File: src/design/ctct_divider.sv
// Restoring serial divider, one quotient bit per cycle.
module ctct_divider #(
    parameter int N_BITS = 64,
    parameter int D_BITS = 48
) (
    input  logic              aclk,
    input  logic              aresetn,
    input  logic              start,
    input  logic [N_BITS-1:0] dividend,
    input  logic [D_BITS-1:0] divisor,
    output logic              done,
    output logic [N_BITS-1:0] quotient
);
    localparam int CNT_BITS = $clog2(N_BITS + 1);

    logic                busy_reg, busy_next;
    logic                done_reg, done_next;
    logic [CNT_BITS-1:0] cnt_reg, cnt_next;
    logic [N_BITS-1:0]   work_reg, work_next;
    logic [D_BITS-1:0]   rem_reg, rem_next;
    logic [D_BITS-1:0]   div_reg, div_next;
    logic [D_BITS:0]     rem_sh;
    logic [D_BITS:0]     rem_sub;

    always_comb begin
        rem_sh    = {rem_reg, work_reg[N_BITS-1]};
        rem_sub   = rem_sh - {1'b0, div_reg};
        busy_next = busy_reg;
        done_next = 1'b0;
        cnt_next  = cnt_reg;
        work_next = work_reg;
        rem_next  = rem_reg;
        div_next  = div_reg;
        if (start) begin
            busy_next = 1'b1;
            cnt_next  = '0;
            work_next = dividend;
            rem_next  = '0;
            div_next  = divisor;
        end else if (busy_reg) begin
            if (rem_sh >= {1'b0, div_reg}) begin
                rem_next  = rem_sub[D_BITS-1:0];
                work_next = {work_reg[N_BITS-2:0], 1'b1};
            end else begin
                rem_next  = rem_sh[D_BITS-1:0];
                work_next = {work_reg[N_BITS-2:0], 1'b0};
            end
            cnt_next = cnt_reg + CNT_BITS'(1);
            if (cnt_reg == CNT_BITS'(N_BITS - 1)) begin
                busy_next = 1'b0;
                done_next = 1'b1;
            end
        end
    end

    always_ff @(posedge aclk) begin
        if (!aresetn) begin
            busy_reg <= 1'b0;
            done_reg <= 1'b0;
            cnt_reg  <= '0;
        end else begin
            busy_reg <= busy_next;
            done_reg <= done_next;
            cnt_reg  <= cnt_next;
        end
    end

    always_ff @(posedge aclk) begin
        work_reg <= work_next;
        rem_reg  <= rem_next;
        div_reg  <= div_next;
    end

    assign done     = done_reg;
    assign quotient = work_reg;

endmodule

File: config.mk
export PLATFORM = sky130hd
export DESIGN_NAME = ctct_divider
export DESIGN_NICKNAME = d
export VERILOG_FILES = /design/src/design/ctct_divider.sv
export SDC_FILE = /design/constraint.sdc
export NUM_CORES = 1
export LEC_CHECK = 0
export ABC_CLOCK_PERIOD_IN_PS = 3300
export BUFFER_PORTS_ARGS = -buffer_cell sky130_fd_sc_hd__buf_2
export CAP_MARGIN = 5
export CORE_MARGIN = 5
export CORE_UTILIZATION = 45
export CTS_CLUSTER_DIAMETER = 200
export DETAILED_ROUTE_END_ITERATION = 16
export GPL_TIMING_DRIVEN = 0
export PLACE_DENSITY = 0.77
export SYNTH_ARGS = -nofsm -noshare
export SYNTH_HDL_FRONTEND = slang
export SYNTH_SLANG_ARGS = --single-unit
File: constraint.sdc
create_clock -name aclk -period 3.3 [get_ports aclk]
set_input_delay 0.165 -clock aclk [delete_from_list [all_inputs] [get_ports aclk]]
set_output_delay 0.165 -clock aclk [all_outputs]
set_load 0.01 [all_outputs]
=== After elaboration in Yosys (flattened, before gate mapping) ===
Index checks and enable logic that the tools add are counted.

* Flip-flop bits (word level): 169
* Input bits: 115
* Word-level logic and storage cells: 23

* Bitwise operators: 2
* Reduce and logical (&&, ||, !) cells: 3
* Eq/ne operators: 1
* Add/sub/neg operators: 2
* Muxes and demuxes: 8
* Order comparisons: 1

{| class="wikitable"
|+ Operators by type and width
! cell !! count
|-
| two-way mux 64 bit || 2
|-
| greater-or-equal comparator 49 x 48 -> 1 bit || 1
|-
| two-way mux 48 bit || 1
|-
| subtractor 48 bit || 1
|-
| adder 7 x 1 -> 7 bit (second input constant) || 1
|-
| equality test 7 x 6 -> 1 bit (second input constant) || 1
|-
| two-way mux 1 bit || 5
|-
| OR reduction 3 bit || 1
|-
| NOT 1 bit || 2
|-
| nonzero test 2 bit || 1
|-
| OR reduction 2 bit || 1
|}

=== Logic depth before layout (Yosys ltp) ===
* Word-level depth: 4
* Depth in mapped cells: 15
* Gate-level depth less buffers: 12

=== Worst setup path before layout ===
OpenSTA, ideal clock, no wires.

* Path type: register to register
* Start point: register div_reg[42]
* End point: register work_reg[0] (netlist: quotient[0]) (data pin)
* Cell stages (with the launch flop): 13
* Data required time: 3.040 ns
* Library setup time: 0.260 ns
* Path slack: 0.233 ns
* Arrival: 2.807 ns
* Path through: edfxtp_1 > inv_1 > ha_1 > a21o_1 > a21oi_1 > o21bai_1 > a41o_1 > or4_4 > or3_1 > buf_6 > buf_6 > buf_6 > mux2_2

* Longest elaborated chain between the ends: 4

{| class="wikitable"
|+ RTL lines
! element !! line !! RTL
|-
| start, declared || 21 || <nowiki>logic [D_BITS-1:0] div_reg, div_next;</nowiki>
|-
| start signal, assigned || 71 || <nowiki>div_reg <= div_next;</nowiki>
|-
| greater-or-equal comparator 49 x 48 -> 1 bit || 41 || <nowiki>if (rem_sh >= {1'b0, div_reg}) begin</nowiki>
|-
| two-way mux 1 bit || 41 ||
|-
| two-way mux 64 bit || 40 || <nowiki>end else if (busy_reg) begin</nowiki>
|-
| two-way mux 64 bit || 34 || <nowiki>if (start) begin</nowiki>
|-
| net work_next[0] || 19 || <nowiki>logic [N_BITS-1:0] work_reg, work_next;</nowiki>
|-
| end signal, assigned || 69 || <nowiki>work_reg <= work_next;</nowiki>
|-
| end, declared || 19 ||
|}

The timed path passes the listed nets, and every way through them passes these cells. The select of a mux whose other input is x is not followed.
A chain may end at the register's enable or synchronous reset.

=== Final worst setup path ===
* Start point: register div_reg[38]
* End point: register work_reg[0] (netlist: quotient[0]) (data pin)

The elaborated chain is that of the path after synthesis.

==> results.ini <==
[outcome]
outcome = completed

[timing]
finClkSkew_ns = 0.0134
drv_slew = 0
tightest_slew_ns = 1.24
fin_crit_sh_pct = 97.1
rsz0062_at_grt = no
hold_viol = 0
setup_viol = 0
max_freq_mhz = 312
slew_headroom_pct = 17.2
period_needed_ns = 3.20

[synth]
synthArstFlopShare_pct = 0
synth.distinct_cells = 64
avgSynthCellArea_sq_um = 10.2
yosys.area.top_type = edfxtp_1
synthTopCellsByArea = edfxtp_1, dfxtp_1, mux2_2, ha_1, a21oi_1
synth_seq_cells = 169
ys_warn_count = 0
yosysTopAreaCellShare_pct = 34.8
syn_nets = 1114
ys.flop_type = edfxtp_1
seq_area_frac_synth_pct = 46.6
syn-cell-area_sq_um = 9660
synth-edff-count = 112
syn_inst = 949

[critical_path]
r2r-end = quotient[0]$_DFFE_PP_
crit_path_end_kind = flip-flop
critical_path_class = reg2reg
cp.arrival_ns = 3.39
r2r-start = div_reg[38]$_DFFE_PP_
critPathMaxFanout = 10
cp_top_family = simple AND/OR/NAND/NOR gates
crit_chain = inv_1 > ha_1 > clkbuf_1 > nand4_1 > nor3_1 > nand3_1 > nor3_1 > or4_4 > or3_1 > buf_6 > buf_6 > buf_8 > mux2_2
required_ns = 3.49
rr_worst_depth = 13
path_buf_inv = 5
start_kind = flip-flop
slowest_delay_ns = 0.44
rrSetupSlack_ns = 0.1
slowest_stage = or4_4

[min_path]
whs_endpoint = quotient[45]$_DFFE_PP_
whs_path_depth = 2
worstHoldStart = dividend[45]
hold_class = in2reg

[clocking]
clkLatencyLatePin_ns = 0.44
cts_root_buffer = clkbuf_16
numCtsBuffers = 17
cts_max_level = 4
clk_pin_slew_worst_paths_ns = 0.08
cts_tree = built
max-clock-path-buffers = 2
numClockSinks = 169

[pwr]
powerDensity_nw_per_um2 = 510
peakVddDrop_mv = 0.378
fin_total_pwr_w = 0.00619
leakage_nw = 5.12

[final_layout]
largest_register_ffs = 64
regArea_sq_um = 4510
fin_util_pct = 57.5
area_delta_synth_final_pct = 25.4
multiInputGateArea_sq_um = 4780
fin_nets = 1358
drive_gt1_share_pct = 26.5
fillerInstances = 1832
diodes = 0

[floorplan]
io_pins = 180
floorplan.die_area_sq_um = 24500
die_h_microns = 157
core_sq_um = 21100
rows = 53
die_w_microns = 157
start_util_pct = 45.8

[grt]
antenna_found_initial = 1
grt_usage_pct = 22.1
grt_pass1_vias = 8279
grt_max_degree = 55
grt_overflow = 0
grt_pass1_wl_microns = 42900

[placement]
place_congestion = 1.01
dp_hpwl_microns = 20000
io_buffers = 179

[routing]
wl_per_cell_microns = 18.2
drtPass1Iterations = 5
route.antenna.remaining_nets = 0
vias = 8282
drtIter0Drc = 508
wirelength_microns = 26900
viasPerCell = 5.59
drc = 0

[flow_run]
maxCapViolCount = 0

-- how the worst max path moves through the flow --
stage,cells after the start,slack (ns),startpoint,endpoint
after global routing,12,0.009,div_reg[23]$_DFFE_PP_,rem_reg[7]$_SDFFE_PP0P_
after global placement,4,-0.78,start,quotient[22]$_DFFE_PP_
after detailed placement,12,-0.27,div_reg[20]$_DFFE_PP_,rem_reg[43]$_SDFFE_PP0P_
final,13,0.1,div_reg[38]$_DFFE_PP_,quotient[0]$_DFFE_PP_
after CTS,12,0.004,div_reg[43]$_DFFE_PP_,quotient[0]$_DFFE_PP_
after floorplan,12,0.23,div_reg[42]$_DFFE_PP_,quotient[0]$_DFFE_PP_
-- cell usage after synthesis (3+ instances only) --
cell type	count
o2111ai_1	3
mux2i_1	25
or3_1	10
a22oi_1	3
a211o_1	3
o31ai_1	6
xnor2_1	18
nor3_1	20
nand3_1	15
a31oi_1	5
and3_1	5
a22o_1	3
mux2_2	66
a21oi_1	74
xor2_1	22
nor2b_1	4
ha_1	49
nand4_1	17
a21o_1	21
buf_6	4
o211ai_1	9
a21boi_0	5
clkbuf_1	37
a311oi_1	3
or2_2	3
dfxtp_1	57
nand2b_1	5
o21a_1	9
buf_2	4
a211oi_1	32
nand2_1	62
inv_1	73
edfxtp_1	112
o21bai_1	7
nor2_1	74
o21ai_0	47
-- cell families (layout without fill, tap and decap cells) --
| group | Yosys count | after routing | synth area share [%] |
|---|---|---|---|
| adders and majority gates | 50 | 50 | 6.55 |
| xor gates and xnor gates | 40 | 40 | 3.63 |
| muxes | 91 | 91 | 10.3 |
| DFF | 169 | 169 | 46.6 |
| and+or+nand+nor | 229 | 229 | 11.1 |
| buffers and inverters | 121 | 378 | 5.10 |
| AOI/OAI and AO/OA | 249 | 249 | 16.8 |
-- metrics by stage --
step	cell area [sq um]	setup TNS [ns]	setup slack (ns)	std cells	hold WS [ns]
6_report	12100	0	0.0973	1481	0.0210
5_1_grt	12100	0	0.00925	1481	0.00467
4_1_cts	12000	0	0.00404	1486	0.00581
3_5_place_dp	10900	-1.13	-0.266	1404	0.343
3_3_place_gp	10900	-50.57	-0.781	1403	0.343
2_1_floorplan	9660	0	0.233	949	0.264
-- layout make-up --
class,count,area share [%]
inverter,73,2.26
multi-input combinational,659,39.4
buffer,43,1.76
timing repair buffer,230,11.7
tap,275,2.84
clock buffer,17,3.51
clock inverter,15,1.40
sequential,169,37.2
-- power breakdown --
group          switching (W)  internal [W]  leakage [nW]  total (W)
combinational       0.000923      0.000670          3.24    0.00159
sequential          0.000110       0.00247          1.58    0.00258
clock               0.000987       0.00102         0.293    0.00201
total                0.00202       0.00417          5.12    0.00619
-- cells in the final DEF (no fill, tap or decap), types with 9 or more instances in the layout --
cell type / netlist / routed
buf_2: 4 / 181
edfxtp_1: 112 / 112
nor2_1: 74 / 74
inv_1: 73 / 71
a21oi_1: 74 / 71
mux2_2: 66 / 66
nand2_1: 62 / 62
dfxtp_1: 57 / 56
dlygate4sd3_1: 0 / 49
ha_1: 49 / 48
o21ai_0: 47 / 45
clkbuf_1: 37 / 30
a211oi_1: 32 / 30
mux2i_1: 25 / 25
xor2_1: 22 / 22
a21o_1: 21 / 21
nor3_1: 20 / 18
xnor2_1: 18 / 18
nand4_1: 17 / 17
clkbuf_16: 0 / 17
nand3_1: 15 / 15
or3_1: 10 / 10
o21a_1: 9 / 9
o211ai_1: 9 / 9
-- metal layers --
| layer | routed length [microns] | GRT usage, % | vias up |
|---|---|---|---|
| met5 | 20 | 0 | - |
| met4 | 950 | 8.31 | 2 |
| met3 | 2330 | 7.13 | 68 |
| met2 | 12500 | 36.1 | 353 |
| met1 | 11100 | 27.3 | 3892 |
| li1 | - | - | 3967 |
-- what timing repair did --
action | in CTS | in global routing
hold endpoints to repair | 49 | 0
buffers inserted | 1 | 0
resized for setup | 6 | 28
hold buffers | 49 | 0
setup endpoints to repair | 10 | 39
cloned | 0 | 0
pin swaps | 1 | 3
Note: power is estimated with default switching activity, not from simulation.
