==> src/design/ctct_isqrt.sv <==
// Iterative integer square root, one result bit per cycle.
module ctct_isqrt #(
    parameter int IN_BITS = 26
) (
    input  logic                   aclk,
    input  logic                   aresetn,
    input  logic                   start,
    input  logic [IN_BITS-1:0]     value,
    output logic                   done,
    output logic [IN_BITS/2-1:0]   root
);
    localparam int OUT_BITS = IN_BITS / 2;
    localparam int CNT_BITS = $clog2(OUT_BITS + 1);

    logic                  busy_reg, busy_next;
    logic                  done_reg, done_next;
    logic [CNT_BITS-1:0]   cnt_reg, cnt_next;
    logic [IN_BITS-1:0]    val_reg, val_next;
    logic [OUT_BITS+1:0]   rem_reg, rem_next;
    logic [OUT_BITS-1:0]   root_reg, root_next;
    logic [OUT_BITS+1:0]   rem_sh;
    logic [OUT_BITS+1:0]   trial;

    always_comb begin
        rem_sh    = {rem_reg[OUT_BITS-1:0], val_reg[IN_BITS-1:IN_BITS-2]};
        trial     = {root_reg, 2'b01};
        busy_next = busy_reg;
        done_next = 1'b0;
        cnt_next  = cnt_reg;
        val_next  = val_reg;
        rem_next  = rem_reg;
        root_next = root_reg;
        if (start) begin
            busy_next = 1'b1;
            cnt_next  = '0;
            val_next  = value;
            rem_next  = '0;
            root_next = '0;
        end else if (busy_reg) begin
            val_next = {val_reg[IN_BITS-3:0], 2'b00};
            if (rem_sh >= trial) begin
                rem_next  = rem_sh - trial;
                root_next = {root_reg[OUT_BITS-2:0], 1'b1};
            end else begin
                rem_next  = rem_sh;
                root_next = {root_reg[OUT_BITS-2:0], 1'b0};
            end
            cnt_next = cnt_reg + CNT_BITS'(1);
            if (cnt_reg == CNT_BITS'(OUT_BITS - 1)) begin
                busy_next = 1'b0;
                done_next = 1'b1;
            end
        end
    end

    always_ff @(posedge aclk) begin
        if (!aresetn) begin
            busy_reg <= 1'b0;
            done_reg <= 1'b0;
            cnt_reg  <= '0;
        end else begin
            busy_reg <= busy_next;
            done_reg <= done_next;
            cnt_reg  <= cnt_next;
        end
    end

    always_ff @(posedge aclk) begin
        val_reg  <= val_next;
        rem_reg  <= rem_next;
        root_reg <= root_next;
    end

    assign done = done_reg;
    assign root = root_reg;

endmodule

==> config.mk <==
export PLATFORM = sky130hd
export DESIGN_NAME = ctct_isqrt
export DESIGN_NICKNAME = d
export VERILOG_FILES = /design/src/design/ctct_isqrt.sv
export SDC_FILE = /design/constraint.sdc
export NUM_CORES = 1
export LEC_CHECK = 0
export BUFFER_PORTS_ARGS = -buffer_cell sky130_fd_sc_hd__buf_2
export CAP_MARGIN = 20
export CORE_ASPECT_RATIO = 0.75
export CORE_UTILIZATION = 52
export CTS_CLUSTER_SIZE = 40
export DETAILED_ROUTE_END_ITERATION = 12
export PLACE_DENSITY = 0.79
export SYNTH_ARGS = -nofsm -noshare
export SYNTH_HDL_FRONTEND = slang
export SYNTH_SLANG_ARGS = --single-unit
==> constraint.sdc <==
create_clock -name aclk -period 2 [get_ports aclk]
set_clock_uncertainty 0.1 [all_clocks]
set_input_delay 0.1 -clock aclk [delete_from_list [all_inputs] [get_ports aclk]]
set_output_delay 0.1 -clock aclk [all_outputs]
set_load 0.01 [all_outputs]
# Yosys cells after proc, flatten, opt, wreduce, memory -nomap -nowiden
# Index checks and enable logic that the tools add are counted.
# word_totals
regBits,58
inputBits,29
output_inout_bits,14
# op_classes
n_lt_le_gt_ge,1
bitwise,2
reduce_logical,3
n_addsub,2
mux,8
eq_ne,1
# op_table
operator,count
26-bit two-way mux,2
15-bit greater-or-equal comparator,1
13-bit two-way mux,1
13-bit subtractor,1
1-bit two-way mux,5
"4-bit by 1-bit adder with 4-bit output, second input constant",1
"4-bit == test, second input constant",1
3-bit OR reduction,1
1-bit inverter,2
2-bit nonzero test,1
2-bit OR reduction,1

# Longest topological paths before layout
# logic_depth
depth_word,4
depth_mapped,11
mapped_depth_nobuf,8

# Worst setup path before layout
# OpenSTA, ideal clock, no wires.
# synth_path
path_kind,register to register
start,register root_reg[1] (netlist: root[1])
end,register rem_reg[8]
stages_incl_launch_ff,11
synth_period_minus_slack_ps,2266
path_buffers,2
required_time_ps,1814
slack_ps,-266
t_arrival_ps,2081
path_cell_list,dfxtp_1 -> inv_1 -> ha_1 -> nand3_1 -> o41ai_2 -> a41oi_1 -> o211a_1 -> buf_6 -> buf_8 -> mux2i_1 -> a211oi_1
# synth_between
elab_chain_len,2
elab_cells_between_ends,3
# synth_lines
item,line,source
start: declaration,20,"logic [OUT_BITS-1:0] root_reg, root_next;"
start signal: assignment,71,root_reg <= root_next;
13-bit subtractor or 15-bit greater-or-equal comparator (tied branches),"42, 41",
13-bit two-way mux *,41,if (rem_sh >= trial) begin
end signal: assignment,70,rem_reg <= rem_next;
end: declaration,19,"logic [OUT_BITS+1:0] rem_reg, rem_next;"
# Every way passes the cells marked *; elsewhere a longest branch is shown, timed or not.
# A chain may end at the register's enable or synchronous reset.

# Worst setup path in the final report
# layout_path
start,register root_reg[1] (netlist: root[1])
end,register rem_reg[11]
# Same word-level chain as after synthesis.

==> flow_summary.html <==
<table>
<tr><th>Metric</th><th>Value</th></tr>
<tr><th colspan="2">STA</th></tr>
<tr><td>Worst slew slack as a fraction of its limit</td><td>59.81%</td></tr>
<tr><td>Total Neg Setup Slack</td><td>-4.021 ns</td></tr>
<tr><td>Worst Slack Setup Final</td><td>-0.5308 ns</td></tr>
<tr><td>Fin. Hold Viols</td><td>0</td></tr>
<tr><td>Unrepaired setup endpoints after global routing</td><td>true</td></tr>
<tr><td>Ratio of final minimum period to clock period</td><td>126.5%</td></tr>
<tr><td>Number of slew-limit violations in the final report</td><td>0</td></tr>
<tr><td>Total of endpoints with negative setup slack in the final report</td><td>14</td></tr>
<tr><td>Fmax achieved</td><td>395.1 MHz</td></tr>
<tr><td>Post-layout minimum cycle time</td><td>2.531 ns</td></tr>
<tr><td>Least-Margin Pin Slew</td><td>0.6007 ns</td></tr>
<tr><th colspan="2">Routing</th></tr>
<tr><td>Post-route ant nets</td><td>0</td></tr>
<tr><td>Via count</td><td>2916</td></tr>
<tr><td>Aggregate routed wire length</td><td>10130 µm</td></tr>
<tr><td>DR WL/cell</td><td>20.42 µm</td></tr>
<tr><td>Number of optimization iterations in the first detailed-route pass</td><td>7</td></tr>
<tr><td>Via density</td><td>5.879</td></tr>
<tr><td>DRC violation total after the first TritonRoute iteration</td><td>199</td></tr>
<tr><td>DRC viols</td><td>0</td></tr>
<tr><th colspan="2">Synthesis</th></tr>
<tr><td>Warnings, synthesis</td><td>0</td></tr>
<tr><td>Average cell area after synthesis</td><td>10.59 µm²</td></tr>
<tr><td>Yosys reg bits</td><td>58</td></tr>
<tr><td>Main flop type after synthesis</td><td>sky130_fd_sc_hd__dfxtp_1</td></tr>
<tr><td>Number of instances in the synthesized netlist</td><td>288</td></tr>
<tr><td>Number of library cell types mapped by synthesis</td><td>41</td></tr>
<tr><td>Commonest cells in the netlist</td><td>32 x sky130_fd_sc_hd__dfxtp_1, 32 x sky130_fd_sc_hd__nor2_1, 26 x sky130_fd_sc_hd__edfxtp_1, 24 x sky130_fd_sc_hd__mux2_2</td></tr>
<tr><td>Mapped cell area</td><td>3050 µm²</td></tr>
<tr><td>Share of async-settable or async-resettable flops after synthesis</td><td>0%</td></tr>
<tr><td>Sequential-to-total area share from yosys stat</td><td>46.60%</td></tr>
<tr><td>Yosys top cell by area</td><td>sky130_fd_sc_hd__edfxtp_1</td></tr>
<tr><td>Cell types occupying the most area after synthesis</td><td>sky130_fd_sc_hd__edfxtp_1 26%, sky130_fd_sc_hd__dfxtp_1 21%, sky130_fd_sc_hd__mux2_2 8.9%</td></tr>
<tr><td>Synth top area share</td><td>25.59%</td></tr>
<tr><td>Synthesized netlist net count</td><td>334</td></tr>
<tr><td>EDFF count, synth</td><td>26</td></tr>
<tr><th colspan="2">Cells and area</th></tr>
<tr><td>Count of antenna diodes in the layout</td><td>0</td></tr>
<tr><td>Final Core Density</td><td>82.04%</td></tr>
<tr><td>Filler cell count in the final layout</td><td>296</td></tr>
<tr><td>Post-synthesis to final-layout area growth</td><td>47.83%</td></tr>
<tr><td>Layout cells sized above 1</td><td>43.23%</td></tr>
<tr><td>Layout Nets</td><td>462</td></tr>
<tr><td>Area taken by flip-flops and latches</td><td>1435 µm²</td></tr>
<tr><td>Total area of multi-input combinational cells</td><td>1720 µm²</td></tr>
<tr><td>Number of standard cells in the final layout excluding fillers</td><td>496</td></tr>
<tr><td>Flip-flop count of the largest register, all copies and words added</td><td>26</td></tr>
<tr><th colspan="2">Pwr</th></tr>
<tr><td>Worst-case vdd ir drop</td><td>828.8 µV</td></tr>
<tr><td>Leakage power summed over all cells</td><td>1.924 nW</td></tr>
<tr><td>P per Cell Area</td><td>1396 nW/µm²</td></tr>
<tr><td>Total power of the final layout</td><td>6.296 mW</td></tr>
<tr><th colspan="2">Clock network</th></tr>
<tr><td>Latest clock arrival within the worst-skew pair</td><td>0.36 ns</td></tr>
<tr><td>Root buf cell</td><td>sky130_fd_sc_hd__clkbuf_8</td></tr>
<tr><td>Total clock sinks</td><td>58</td></tr>
<tr><td>Maximum level of the CTS H-tree</td><td>3</td></tr>
<tr><td>Reg clk slew, reported paths</td><td>0.07 ns</td></tr>
<tr><td>Maximum clock insertion buffer count</td><td>2</td></tr>
<tr><td>Clock buffer count from CTS</td><td>9</td></tr>
<tr><td>CTS tree</td><td>yes</td></tr>
<tr><th colspan="2">Setup path</th></tr>
<tr><td>Critical path capture point type</td><td>flop</td></tr>
<tr><td>Highest fanout seen on the critical path</td><td>4</td></tr>
<tr><td>Worst Setup Path Type</td><td>flop to flop</td></tr>
<tr><td>Type of origin of the critical path</td><td>flop</td></tr>
<tr><td>Arr. time, crit path</td><td>2.70 ns</td></tr>
<tr><td>Data required, critical path</td><td>2.17 ns</td></tr>
<tr><th colspan="2">Global route</th></tr>
<tr><td>Total routing usage reported by global routing</td><td>32.92%</td></tr>
<tr><td>Number of antenna violations at the first check in global routing</td><td>0</td></tr>
<tr><td>First-pass GRT wire length</td><td>14790 µm</td></tr>
<tr><td>Sum of overflow across all layers after global routing</td><td>0</td></tr>
<tr><td>Maximum number of pins on one net before global-route repair</td><td>28</td></tr>
<tr><td>Via count of the first global-routing pass</td><td>2893</td></tr>
<tr><th colspan="2">Run status</th></tr>
<tr><td>Run status</td><td>finished, violations left</td></tr>
<tr><td>Failing checks</td><td>setup timing</td></tr>
<tr><th colspan="2">Floorplanning</th></tr>
<tr><td>CORE AREA</td><td>5497 µm²</td></tr>
<tr><td>Effective utilization at floorplan</td><td>55.50%</td></tr>
<tr><td>Width of the chip</td><td>90.44 µm</td></tr>
<tr><td>Cell row count</td><td>23</td></tr>
<tr><td>Top-level port count</td><td>43</td></tr>
<tr><td>Vertical extent of the die</td><td>68.33 µm</td></tr>
<tr><td>Die area</td><td>6180 µm²</td></tr>
<tr><th colspan="2">Placement</th></tr>
<tr><td>Post-placement cell count</td><td>451</td></tr>
<tr><td>Gpl congestion</td><td>0.8987</td></tr>
<tr><td>HPWL after detailed placement</td><td>5121 µm</td></tr>
<tr><td>Buffers on Ports</td><td>42</td></tr>
<tr><th colspan="2">Hold path</th></tr>
<tr><td>Worst min-delay path class</td><td>input pin to flop</td></tr>
<tr><th colspan="2">Run</th></tr>
<tr><td># Max-Cap Violations</td><td>0</td></tr>
</table>
kinds of logic (layout without fill, tap and decap cells):
family,after synthesis,in the layout,synth area share [%]
and+or+nand+nor,68,68,10.01
DFF,58,58,46.60
adders and majority gates,17,17,6.973
AOI/OAI and AO/OA,48,48,11.03
xor gates and xnor gates,13,13,3.733
buffers and inverters,37,170,5.250
muxes,47,47,16.41
final timing paths:
check,start,to,slack (ns),cells past startpoint
worst max-delay path,root[1],rem_reg[11],-0.53,9
worst min-delay path,start,root[12],0.008,2
worst max register to register,root[1],rem_reg[11],-0.53,9
worst min register to register,cnt_reg[3],done,0.41,2
cell usage in the layout (no fill, tap or decap), types with 2 or more instances in the layout:
master / n
sky130_fd_sc_hd__a211oi_1: 7
sky130_fd_sc_hd__buf_2: 42
sky130_fd_sc_hd__mux2i_1: 23
sky130_fd_sc_hd__o211ai_1: 3
sky130_fd_sc_hd__a211o_1: 2
sky130_fd_sc_hd__xnor2_1: 8
sky130_fd_sc_hd__nand2_1: 12
sky130_fd_sc_hd__clkinvlp_4: 3
sky130_fd_sc_hd__nand3_1: 3
sky130_fd_sc_hd__dlygate4sd3_1: 27
sky130_fd_sc_hd__a21o_1: 3
sky130_fd_sc_hd__edfxtp_1: 26
sky130_fd_sc_hd__inv_2: 3
sky130_fd_sc_hd__xor2_1: 4
sky130_fd_sc_hd__clkbuf_8: 9
sky130_fd_sc_hd__a31oi_2: 2
sky130_fd_sc_hd__a21oi_1: 12
sky130_fd_sc_hd__dfxtp_1: 23
sky130_fd_sc_hd__nor2b_1: 2
sky130_fd_sc_hd__nor2_1: 32
sky130_fd_sc_hd__nand4_1: 3
sky130_fd_sc_hd__dfxtp_2: 8
sky130_fd_sc_hd__a211oi_2: 2
sky130_fd_sc_hd__ha_4: 11
sky130_fd_sc_hd__nor3_1: 4
sky130_fd_sc_hd__inv_1: 20
sky130_fd_sc_hd__ha_1: 6
sky130_fd_sc_hd__nand2b_1: 3
sky130_fd_sc_hd__buf_4: 59
sky130_fd_sc_hd__o31ai_1: 3
sky130_fd_sc_hd__o21ai_1: 3
sky130_fd_sc_hd__mux2_2: 24
sky130_fd_sc_hd__and2_1: 2
area by class of cell:
| cell class | instances | share of cell area, % |
|---|---|---|
| Multi-Input combinational cell | 193 | 38.15 |
| Clock inverter | 6 | 1.471 |
| Clock buffer | 10 | 2.830 |
| Timing Repair Buffer | 131 | 21.73 |
| Inverter | 23 | 1.915 |
| Tap cell | 75 | 2.081 |
| Sequential cell | 58 | 31.83 |
worst max-delay path, cell delays in order, from the launching register on:
cell and delay (ns):
sky130_fd_sc_hd__dfxtp_4 0.35, sky130_fd_sc_hd__inv_2 0.04, sky130_fd_sc_hd__ha_4 0.29, sky130_fd_sc_hd__buf_4 0.14
sky130_fd_sc_hd__o211ai_1 0.13, sky130_fd_sc_hd__o21ai_1 0.34, sky130_fd_sc_hd__a31oi_2 0.23, sky130_fd_sc_hd__o31ai_1 0.48
sky130_fd_sc_hd__xnor2_1 0.12, sky130_fd_sc_hd__o31ai_1 0.21
where the power goes:
| group | switching, mW | total (mW) | internal, mW |
|---|---|---|---|
| Clock | 0.540 | 1.12 | 0.577 |
| Combinational | 1.78 | 3.66 | 1.87 |
| Sequential | 0.122 | 1.52 | 1.40 |
metrics by stage:
stage	area, µm²	hold slack [ns]	setup WS, ns
finish	4509	0.008159	-0.5308
global route	4509	0.01769	-0.4944
CTS	4407	0.002418	-0.1892
detailed placement	3845	0.2352	-0.2067
global placement	3845	0.2456	-0.1024
floorplan	3161	0.1282	-0.1265
metal layers:
metal,share of wire [%],GRT usage (%)
met2,46,57.35
met5,0,0
met1,39,37.77
met4,7.3,20.77
met3,7.6,7.778
what timing repair did:
item	4_1_cts	5_1_grt
gates resized for setup	15	12
hold buffers	27	0
setup buffers	1	0
pin swaps	6	7
hold endpoints to repair	30	0
setup endpoints to repair	14	14
gates cloned	0	1
(Power assumes the default switching activity.)
