==> src/design/ctct_pkg.sv <==
// Shared types, constants and helper functions for the color centroid tracker.
package ctct_pkg;

    localparam int CFG_INDEX_BITS   = 3;
    localparam int CFG_DATA_BITS    = 16;
    localparam int NUM_LANES        = 2;
    localparam int ACC_BITS         = 24;
    localparam int DIST_IN_BITS     = 26;
    localparam int DIST_BITS        = 13;
    localparam int INV_BITS         = 24;
    localparam int SUM_BITS         = 64;
    localparam int WEIGHT_BITS      = 48;
    localparam int FIELD_BITS       = 12;
    localparam int CLAMP_BITS       = 15;
    localparam int INV_SHIFT        = 12;
    localparam int RESET_MAX_Q4     = 7066;

    localparam logic [CFG_INDEX_BITS-1:0] CFG_TARGET_RED   = 3'd0;
    localparam logic [CFG_INDEX_BITS-1:0] CFG_TARGET_GREEN = 3'd1;
    localparam logic [CFG_INDEX_BITS-1:0] CFG_TARGET_BLUE  = 3'd2;
    localparam logic [CFG_INDEX_BITS-1:0] CFG_THRESHOLD    = 3'd3;
    localparam logic [CFG_INDEX_BITS-1:0] CFG_WIDTH        = 3'd4;
    localparam logic [CFG_INDEX_BITS-1:0] CFG_HEIGHT       = 3'd5;
    localparam logic [CFG_INDEX_BITS-1:0] CFG_MARGIN       = 3'd6;

    localparam logic signed [ACC_BITS-1:0] CY_Q10  = 24'sd1192;
    localparam logic signed [ACC_BITS-1:0] CVR_Q10 = 24'sd1634;
    localparam logic signed [ACC_BITS-1:0] CVG_Q10 = 24'sd833;
    localparam logic signed [ACC_BITS-1:0] CUG_Q10 = 24'sd400;
    localparam logic signed [ACC_BITS-1:0] CUB_Q10 = 24'sd2066;
    localparam logic signed [ACC_BITS-1:0] LUMA_OFFSET   = 24'sd16;
    localparam logic signed [ACC_BITS-1:0] CHROMA_OFFSET = 24'sd128;
    localparam logic signed [ACC_BITS-1:0] CHANNEL_TOP   = 24'sd255;
    localparam logic [7:0] CHANNEL_MID = 8'd128;
    localparam logic [7:0] CHANNEL_FULL = 8'd255;

    typedef struct packed {
        logic [7:0] luma_first;
        logic [7:0] chroma_blue;
        logic [7:0] luma_second;
        logic [7:0] chroma_red;
        logic       frame_end;
    } pixel_pair_t;

    typedef struct packed {
        logic [FIELD_BITS-1:0] centroid_x;
        logic [FIELD_BITS-1:0] centroid_y;
        logic                  target_found;
        logic                  move_right;
        logic                  move_left;
        logic                  move_up;
        logic                  move_down;
        logic                  hold_still;
    } track_result_t;

    typedef struct packed {
        logic [7:0] red;
        logic [7:0] green;
        logic [7:0] blue;
    } rgb_t;

    typedef enum logic [3:0] {
        LN_IDLE,
        LN_CONV,
        LN_SQUARE,
        LN_ROOT_GO,
        LN_ROOT_WAIT,
        LN_FRAC,
        LN_SCORE,
        LN_PRODUCT,
        LN_DONE
    } lane_state_t;

    typedef enum logic [3:0] {
        ST_IDLE,
        ST_LANES,
        ST_XSTART,
        ST_XWAIT,
        ST_YSTART,
        ST_YWAIT,
        ST_ISTART,
        ST_IWAIT,
        ST_FLAGS
    } ctl_state_t;

    function automatic logic [7:0] to_channel(input logic signed [ACC_BITS-1:0] acc);
        logic signed [ACC_BITS-1:0] v;
        v = acc >>> 10;
        if (acc < 0) begin
            return 8'd0;
        end else if (v > CHANNEL_TOP) begin
            return CHANNEL_FULL;
        end
        return v[7:0];
    endfunction

    function automatic logic [7:0] channel_max(input logic [7:0] c);
        return (c > CHANNEL_MID) ? c : CHANNEL_FULL - c;
    endfunction

endpackage

==> src/design/ctct_isqrt.sv <==
// Iterative integer square root, one result bit per cycle.
module ctct_isqrt #(
    parameter int IN_BITS = 26
) (
    input  logic                   aclk,
    input  logic                   aresetn,
    input  logic                   start,
    input  logic [IN_BITS-1:0]     value,
    output logic                   done,
    output logic [IN_BITS/2-1:0]   root
);
    localparam int OUT_BITS = IN_BITS / 2;
    localparam int CNT_BITS = $clog2(OUT_BITS + 1);

    logic                  busy_reg, busy_next;
    logic                  done_reg, done_next;
    logic [CNT_BITS-1:0]   cnt_reg, cnt_next;
    logic [IN_BITS-1:0]    val_reg, val_next;
    logic [OUT_BITS+1:0]   rem_reg, rem_next;
    logic [OUT_BITS-1:0]   root_reg, root_next;
    logic [OUT_BITS+1:0]   rem_sh;
    logic [OUT_BITS+1:0]   trial;

    always_comb begin
        rem_sh    = {rem_reg[OUT_BITS-1:0], val_reg[IN_BITS-1:IN_BITS-2]};
        trial     = {root_reg, 2'b01};
        busy_next = busy_reg;
        done_next = 1'b0;
        cnt_next  = cnt_reg;
        val_next  = val_reg;
        rem_next  = rem_reg;
        root_next = root_reg;
        if (start) begin
            busy_next = 1'b1;
            cnt_next  = '0;
            val_next  = value;
            rem_next  = '0;
            root_next = '0;
        end else if (busy_reg) begin
            val_next = {val_reg[IN_BITS-3:0], 2'b00};
            if (rem_sh >= trial) begin
                rem_next  = rem_sh - trial;
                root_next = {root_reg[OUT_BITS-2:0], 1'b1};
            end else begin
                rem_next  = rem_sh;
                root_next = {root_reg[OUT_BITS-2:0], 1'b0};
            end
            cnt_next = cnt_reg + CNT_BITS'(1);
            if (cnt_reg == CNT_BITS'(OUT_BITS - 1)) begin
                busy_next = 1'b0;
                done_next = 1'b1;
            end
        end
    end

    always_ff @(posedge aclk) begin
        if (!aresetn) begin
            busy_reg <= 1'b0;
            done_reg <= 1'b0;
            cnt_reg  <= '0;
        end else begin
            busy_reg <= busy_next;
            done_reg <= done_next;
            cnt_reg  <= cnt_next;
        end
    end

    always_ff @(posedge aclk) begin
        val_reg  <= val_next;
        rem_reg  <= rem_next;
        root_reg <= root_next;
    end

    assign done = done_reg;
    assign root = root_reg;

endmodule

==> src/design/ctct_lane.sv <==
// One pixel lane: color conversion, distance, score and weighted products.
module ctct_lane
    import ctct_pkg::*;
#(
    parameter int COORD_BITS      = 12,
    parameter int SCORE_FRAC_BITS = 16
) (
    input  logic                                  aclk,
    input  logic                                  aresetn,
    input  logic                                  start,
    input  logic [7:0]                            luma,
    input  logic [7:0]                            chroma_blue,
    input  logic [7:0]                            chroma_red,
    input  logic [COORD_BITS-1:0]                 x_pos,
    input  logic [COORD_BITS-1:0]                 y_pos,
    input  rgb_t                                  target,
    input  logic [SCORE_FRAC_BITS-1:0]            threshold,
    input  logic [INV_BITS-1:0]                   inverse,
    output logic                                  done,
    output logic                                  matched,
    output logic [SCORE_FRAC_BITS+1:0]            weight,
    output logic [COORD_BITS+SCORE_FRAC_BITS+1:0] x_weight,
    output logic [COORD_BITS+SCORE_FRAC_BITS+1:0] y_weight
);
    localparam int SFB       = SCORE_FRAC_BITS;
    localparam int PROD_BITS = DIST_BITS + INV_BITS;
    localparam int FRAC_BITS = PROD_BITS - INV_SHIFT;
    localparam int XW_BITS   = COORD_BITS + SFB + 2;
    localparam logic [FRAC_BITS-1:0] SCORE_ONE = FRAC_BITS'(1) << SFB;

    lane_state_t state_reg, state_next;
    logic        root_start;
    logic        root_done;
    logic [DIST_BITS-1:0] root_val;

    logic [7:0]            luma_reg, cb_reg, cr_reg;
    logic [COORD_BITS-1:0] x_reg, y_reg;
    rgb_t                  rgb_reg;
    logic [15:0]           sq_r_reg, sq_g_reg, sq_b_reg;
    logic [PROD_BITS-1:0]  frac_prod_reg;
    logic                  match_reg;
    logic [SFB+1:0]        w_reg;
    logic [COORD_BITS+SFB+1:0] xw_reg, yw_reg;

    logic signed [ACC_BITS-1:0] yy, uu, vv;
    logic signed [ACC_BITS-1:0] acc_r, acc_g, acc_b;
    logic signed [9:0]  dr, dg, db;
    logic signed [19:0] sqf_r, sqf_g, sqf_b;
    logic [17:0]        d2;
    logic [FRAC_BITS-1:0] frac, frac_sat;
    logic [SFB:0]       score;
    logic [SFB+1:0]     w_full;

    always_comb begin
        yy    = $signed({{(ACC_BITS-8){1'b0}}, luma_reg}) - LUMA_OFFSET;
        uu    = $signed({{(ACC_BITS-8){1'b0}}, cb_reg}) - CHROMA_OFFSET;
        vv    = $signed({{(ACC_BITS-8){1'b0}}, cr_reg}) - CHROMA_OFFSET;
        acc_r = CY_Q10 * yy + CVR_Q10 * vv;
        acc_g = CY_Q10 * yy - CVG_Q10 * vv - CUG_Q10 * uu;
        acc_b = CY_Q10 * yy + CUB_Q10 * uu;
        dr    = $signed({2'b00, rgb_reg.red})   - $signed({2'b00, target.red});
        dg    = $signed({2'b00, rgb_reg.green}) - $signed({2'b00, target.green});
        db    = $signed({2'b00, rgb_reg.blue})  - $signed({2'b00, target.blue});
        sqf_r = 20'(dr) * 20'(dr);
        sqf_g = 20'(dg) * 20'(dg);
        sqf_b = 20'(db) * 20'(db);
        d2    = {2'b00, sq_r_reg} + {2'b00, sq_g_reg} + {2'b00, sq_b_reg};
        frac  = frac_prod_reg[PROD_BITS-1:INV_SHIFT];
        frac_sat = (frac > SCORE_ONE) ? SCORE_ONE : frac;
        score = (SFB+1)'(SCORE_ONE - frac_sat);
        w_full = {1'b0, score} + {1'b0, SCORE_ONE[SFB:0]} - {2'b00, threshold};
    end

    always_comb begin
        state_next = state_reg;
        unique case (state_reg)
            LN_IDLE:      if (start) state_next = LN_CONV;
            LN_CONV:      state_next = LN_SQUARE;
            LN_SQUARE:    state_next = LN_ROOT_GO;
            LN_ROOT_GO:   state_next = LN_ROOT_WAIT;
            LN_ROOT_WAIT: if (root_done) state_next = LN_FRAC;
            LN_FRAC:      state_next = LN_SCORE;
            LN_SCORE:     state_next = LN_PRODUCT;
            LN_PRODUCT:   state_next = LN_DONE;
            LN_DONE:      state_next = LN_IDLE;
            default:      state_next = LN_IDLE;
        endcase
    end

    always_comb begin
        root_start = (state_reg == LN_ROOT_GO);
        done       = (state_reg == LN_DONE);
    end

    always_ff @(posedge aclk) begin
        if (!aresetn) begin
            state_reg <= LN_IDLE;
        end else begin
            state_reg <= state_next;
        end
    end

    always_ff @(posedge aclk) begin
        if (state_reg == LN_IDLE && start) begin
            luma_reg <= luma;
            cb_reg   <= chroma_blue;
            cr_reg   <= chroma_red;
            x_reg    <= x_pos;
            y_reg    <= y_pos;
        end
        if (state_reg == LN_CONV) begin
            rgb_reg <= '{red: to_channel(acc_r), green: to_channel(acc_g),
                         blue: to_channel(acc_b)};
        end
        if (state_reg == LN_SQUARE) begin
            sq_r_reg <= sqf_r[15:0];
            sq_g_reg <= sqf_g[15:0];
            sq_b_reg <= sqf_b[15:0];
        end
        if (state_reg == LN_FRAC) begin
            frac_prod_reg <= PROD_BITS'(root_val) * PROD_BITS'(inverse);
        end
        if (state_reg == LN_SCORE) begin
            match_reg <= (score >= {1'b0, threshold});
            w_reg     <= w_full;
        end
        if (state_reg == LN_PRODUCT) begin
            xw_reg <= XW_BITS'(x_reg) * XW_BITS'(w_reg);
            yw_reg <= XW_BITS'(y_reg) * XW_BITS'(w_reg);
        end
    end

    ctct_isqrt #(
        .IN_BITS (DIST_IN_BITS)
    ) u_root (
        .aclk    (aclk),
        .aresetn (aresetn),
        .start   (root_start),
        .value   ({d2, 8'h00}),
        .done    (root_done),
        .root    (root_val)
    );

    assign matched  = match_reg;
    assign weight   = w_reg;
    assign x_weight = xw_reg;
    assign y_weight = yw_reg;

endmodule

==> config.mk <==
export PLATFORM = sky130hd
export DESIGN_NAME = ctct_lane
export DESIGN_NICKNAME = d
export VERILOG_FILES = /design/src/design/ctct_pkg.sv /design/src/design/ctct_isqrt.sv /design/src/design/ctct_lane.sv
export SDC_FILE = /design/constraint.sdc
export NUM_CORES = 2
export LEC_CHECK = 0
export BUFFER_PORTS_ARGS = -buffer_cell sky130_fd_sc_hd__buf_4
export CORE_MARGIN = 3
export CORE_UTILIZATION = 44
export CTS_BUF_LIST = sky130_fd_sc_hd__clkbuf_16
export DETAILED_ROUTE_END_ITERATION = 12
export PLACE_DENSITY = 0.74
export SKIP_LAST_GASP = 1
export SLEW_MARGIN = 10
export SYNTH_ARGS = -nofsm -noshare
export SYNTH_HDL_FRONTEND = slang
export SYNTH_HIERARCHICAL = 1
export SYNTH_SLANG_ARGS = --single-unit
==> constraint.sdc <==
create_clock -name aclk -period 7.23 [get_ports aclk]
set_clock_uncertainty 0.05 [all_clocks]
set_input_delay 0 -clock aclk [delete_from_list [all_inputs] [get_ports aclk]]
set_output_delay 0 -clock aclk [all_outputs]
set_load 0.01 [all_outputs]
# Word level (Yosys, flattened, before mapping)
# Index checks and enable logic that the tools add are counted.
# classes
addsub	17
multipliers	11
div	0
n_lt_le_gt_ge	9
eq_ne	11
n_shift	0
n_mux	30
bitwise_logic	2
reduce_logical	6
# ops
cell	count
two-way mux 8 bit	9
multiplier 12 x 18 -> 30 bit	2
two-way mux 26 bit	2
multiplier 9 x 9 -> 16 bit	3
less-than comparator 23 x 1 -> 1 bit (second input constant)	2
multiplier 11 x 9 -> 20 bit (first input constant)	2
multiplier 13 x 24 -> 37 bit	1
case mux 4 bit (8 select lines)	1
subtractor 8 x 8 -> 9 bit	3
> comparator 13 x 9 -> 1 bit (second input constant)	2
> comparator 25 x 17 -> 1 bit (second input constant)	1
adder 21 x 22 -> 23 bit	1
subtractor 22 x 19 -> 23 bit	1
adder 21 x 21 -> 22 bit	1
less-than comparator 22 x 1 -> 1 bit (second input constant)	1
subtractor 21 x 20 -> 22 bit	1
multiplier 12 x 9 -> 21 bit (first input constant)	1
adder 17 x 16 -> 18 bit	1
adder 17 x 17 -> 18 bit (second input constant)	1
multiplier 9 x 9 -> 18 bit (first input constant)	1
subtractor 18 x 16 -> 18 bit	1
subtractor 8 x 8 -> 9 bit (second input constant)	2
adder 16 x 16 -> 17 bit	1
>= comparator 17 x 16 -> 1 bit	1
other kinds (24)	44
# word_totals
ff_bits	290
latchBits	0
ram_bits	0
mem_bits_ro	0
in_bits	115
out_inout_bits	80
word_cells	109
memories	0

# Longest topological paths before layout
# logic_depth
ltp_word	9
depth_mapped	32
depth_no_buf	32

# Hierarchy
# The synthesis kept the hierarchy.
# modules_own_cells
module	instances	cells_per_inst	area_per_inst_um2	seq_area_each_um2
ctct_lane	1	4892	47010.1	6716.4
ctct_isqrt	1	288	3050.4	1421.4

# Worst setup path after synthesis
# OpenSTA, ideal clock, no wires.
# synth_timing
path_kind	register -> register
start	reg luma_reg[4]
end	reg rgb_reg[10] in the netlist's numbering, data pin
setup_ns	0.255
t_arrival_ns	6.937
required_time_ns	6.925
path_slack_ns	-0.012
path_stages_with_launch	32
path_buffers	0
period_less_slack_ns	7.242
path_cell_list	edfxtp_1 > inv_1 > ha_1 > inv_1 > ha_1 > ha_1 > inv_1 > fa_1 > inv_1 > fa_1 > ha_1 > ha_1 > a21o_1 > a21oi_1 > o21bai_1 > a21oi_1 > xnor2_1 > ha_1 > inv_1 > fa_1 > inv_1 > fa_1 > inv_1 > ha_1 > a21o_1 > a21o_1 > a21o_1 > nand2_1 > o21ai_0 > o41ai_1 > o2111ai_1 > o21a_1
# synth_between
elab_chain_cells	9
word_cells_on_any_way	11
classes_between	add/sub (3); mul (1); order compare (2); mux (5)
# synth_lines
element	line_no	rtl
from (decl)	ctct_lane.sv:36	logic [7:0] luma_reg, cb_reg, cr_reg;
from (signal assigned)	ctct_lane.sv:105	luma_reg <= luma;
subtractor 8 x 5 -> 9 bit *	ctct_lane.sv:55	yy = $signed({{(ACC_BITS-8){1'b0}}, luma_reg}) - LUMA_OFFSET;
multiplier 9 x 9 -> 18 bit *	ctct_lane.sv:59	acc_g = CY_Q10 * yy - CVG_Q10 * vv - CUG_Q10 * uu;
subtractor 21 x 20 -> 22 bit *	ctct_lane.sv:59	
subtractor 22 x 19 -> 23 bit *	ctct_lane.sv:59	
> comparator 13 x 9 -> 1 bit	ctct_pkg.sv:91	end else if (v > CHANNEL_TOP) begin
two-way mux 1 bit	ctct_pkg.sv:91	
two-way mux 1 bit	ctct_pkg.sv:89	if (acc < 0) begin
two-way mux 1 bit	ctct_lane.sv:111	if (state_reg == LN_CONV) begin
two-way mux 8 bit *	ctct_pkg.sv:94	return v[7:0];
to (signal assigned)	ctct_lane.sv:112	rgb_reg <= '{red: to_channel(acc_r), green: to_channel(acc_g),
to (decl)	ctct_lane.sv:38	rgb_t rgb_reg;
# Every way passes the cells marked *; elsewhere a longest branch is shown, timed or not. The select of a mux whose other input is x is not followed.
# A chain may end at the register's enable or synchronous reset.

# Worst setup path after layout
# layout_timing
start	reg luma_reg[5]
end	reg rgb_reg[10] in the netlist's numbering, data pin
# The elaborated chain is that of the path after synthesis.

==> flow_summary.json <==
{
  "synth_cell_type_count": 81,
  "drtAntennaViolNets": 0,
  "max_clock_freq_mhz": 141,
  "drive_gt1_share_pct": 10.1,
  "clk_pin_slew_ps": 50,
  "finalSetupViolations": 0,
  "fp.dieH_um": 343,
  "crit_path_start_kind": "register",
  "antenna_found_initial": 3,
  "clk_latency_ps": 600,
  "drt-total-wl_mm": 113,
  "synth-seq-cells": 283,
  "end_kind": "register",
  "tritoncts": "yes",
  "finalCriticalPeriod_ps": 7090,
  "finalWeightedCongestion": 0.886,
  "status": "completed",
  "r2r_cells": 28,
  "holdPathStages": 4,
  "crit_fanout": 8,
  "hpwlAfterDp_mm": 92.2,
  "critPathKind": "reg2reg",
  "drc": 0,
  "cpPeakStageDelay_ps": 550,
  "die_x_um": 343,
  "tightest_slew_ps": 1100,
  "timing.hold.ws_ps": 64.4,
  "ctsHtreeMaxLevel": 2,
  "drv_slew": 0,
  "hold_class": "in2reg",
  "grt_max_degree": 62,
  "fp-row-count": 123,
  "die_area_um2": 118000,
  "syn_avg_cell_area_um2": 9.66,
  "port-buffer-count": 194,
  "seq_area_frac_synth_pct": 16.3,
  "netlist_area_um2": 50100,
  "cts_root_buf": "clkbuf_16",
  "mostFrequentLayoutCells": "1047 x inv_1, 806 x fa_1, 668 x ha_1",
  "coreArea_um2": 113000,
  "synth_edf_count": 247,
  "numCtsBuffers": 39,
  "max-cap-violations": 0,
  "via_count": 35800,
  "finalNetCount": 7094,
  "clock_sinks": 283,
  "grt_pass1_wl_mm": 189,
  "initial_core_util_pct": 44.4,
  "cp_slowest_cell": "fa_2",
  "viasPerCell": 5.11,
  "io_pins": 195,
  "cts_max_path_buffers": 3,
  "max_slew_margin_pct": 26.6,
  "rsz0062_at_grt": "true",
  "gr-total-overflow": 0,
  "routedWlPerCell_um": 16.1,
  "async_reset_ff_share_pct": 0,
  "fin_crit_sh_pct": 98.1,
  "synth_ff_type": "edfxtp_1",
  "hold_violations": 0,
  "drt_pass1_iterations": 5,
  "grt_usage_pct": 19.7,
  "drtIter0Drc": 1846,
  "syn_to_final_growth_pct": 12.6,
  "synth_warnings": 6,
  "worst_ep_required_time_ps": 7530,
  "final_common_cell": "inv_1",
  "timing.critical_path.arrival_ps": 7390,
  "grt_pass1_vias": 38300,
  "synthCells": 5180
}
-- worst max-delay path, delay by kind of cell, from the launching register on --
| kind | cells | cell delay (ps) |
|---|---|---|
| xor+xnor | 1 | 100 |
| fa+ha+maj | 10 | 3900 |
| compound gates | 8 | 1460 |
| flops | 1 | 410 |
| simple gates | 1 | 190 |
| buf+inv | 8 | 750 |
-- layout make-up --
class                           instances  area, µm²
Antenna cell                            3       7.51
Clock buffer                           39        976
Clock inverter                         31        270
Fill cell                           10100      56300
Inverter                             1061       3990
Multi-Input combinational cell       3694      38000
Sequential cell                       283       8140
Tap cell                             1500       1880
Timing Repair Buffer                  396       3120
-- kinds of logic (layout without fill, tap and decap cells) --
family | after synthesis | in the layout | share of synthesized area (%)
adder cells (fa/ha/maj) | 1504 | 1504 | 49.8
other | 1 | 14 | 0.00749
flip-flops | 283 | 283 | 16.3
XOR/XNOR | 251 | 251 | 4.39
buffers and inverters | 1213 | 1527 | 9.14
multiplexers | 51 | 51 | 1.09
AND/OR/NAND/NOR | 1343 | 1343 | 12.3
AO/OA/AOI/OAI | 534 | 534 | 7.01
-- per-layer routing --
metal / GRT usage (%) / share of wire (%) / up-vias
met5: 0 / 0 / -
met4: 6.44 / 3.1 / 0
met3: 2.81 / 5.8 / 200
met2: 34.3 / 49 / 940
met1: 25.3 / 42 / 17800
li1: - / - / 16900
-- Yosys cell counts, types with 27 or more instances --
master    count  area [µm²]
ha_1        692        8660
fa_1        812       16300
nor3_1       42         210
mux2_2       27         304
inv_1      1056        3960
nand3_1      36         180
dfxtp_1      36         721
nor2b_1      32         200
nand2b_1     37         231
xnor2_1     192        1680
o21a_1       43         323
clkbuf_1    146         548
edfxtp_1    247        7420
nor2_1      239         897
and2_1      258        1610
a21o_1       69         518
nand2_1     627        2350
xor2_1       59         517
o21bai_1     40         300
a21oi_1     170         851
o21ai_0      64         320
-- per-stage QoR --
step	instances	area, µm²	utilization (%)	setup slack, ps	TNS (ps)
after detailed placement	6857	53800	47.8	-279	-3390
after floorplan	5190	50100	-	46.1	0
after global routing	7007	56400	50.0	-101	-655
after CTS	6997	55900	49.6	-7.83	-27.2
final	7007	56400	50.0	139	0
after global placement	6857	53800	47.8	-105	-820
-- path summary, 6_finish.rpt --
kind	startpoint	endpoint	slack (ps)
max reg2reg	luma_reg[5]$_DFFE_PP_	rgb_reg[10]$_DFFE_PP_	140
max	luma_reg[5]$_DFFE_PP_	rgb_reg[10]$_DFFE_PP_	140
min	threshold[6]	weight[6]$_DFFE_PP_	60
min reg2reg	u_root/rem_reg[11]$_SDFFE_PP0P_	u_root/rem_reg[11]$_SDFFE_PP0P_	430
-- what timing repair did --
| item | in CTS | in global routing |
|---|---|---|
| resized for setup | 28 | 86 |
| hold endpoints to repair | 61 | 0 |
| setup buffers | 16 | 8 |
| hold buffers | 54 | 0 |
| pin swaps | 32 | 73 |
| setup endpoints to repair | 16 | 22 |
Power is not shown: default switching activity piles up to over one toggle a cycle in this logic, so the estimate is an artifact.
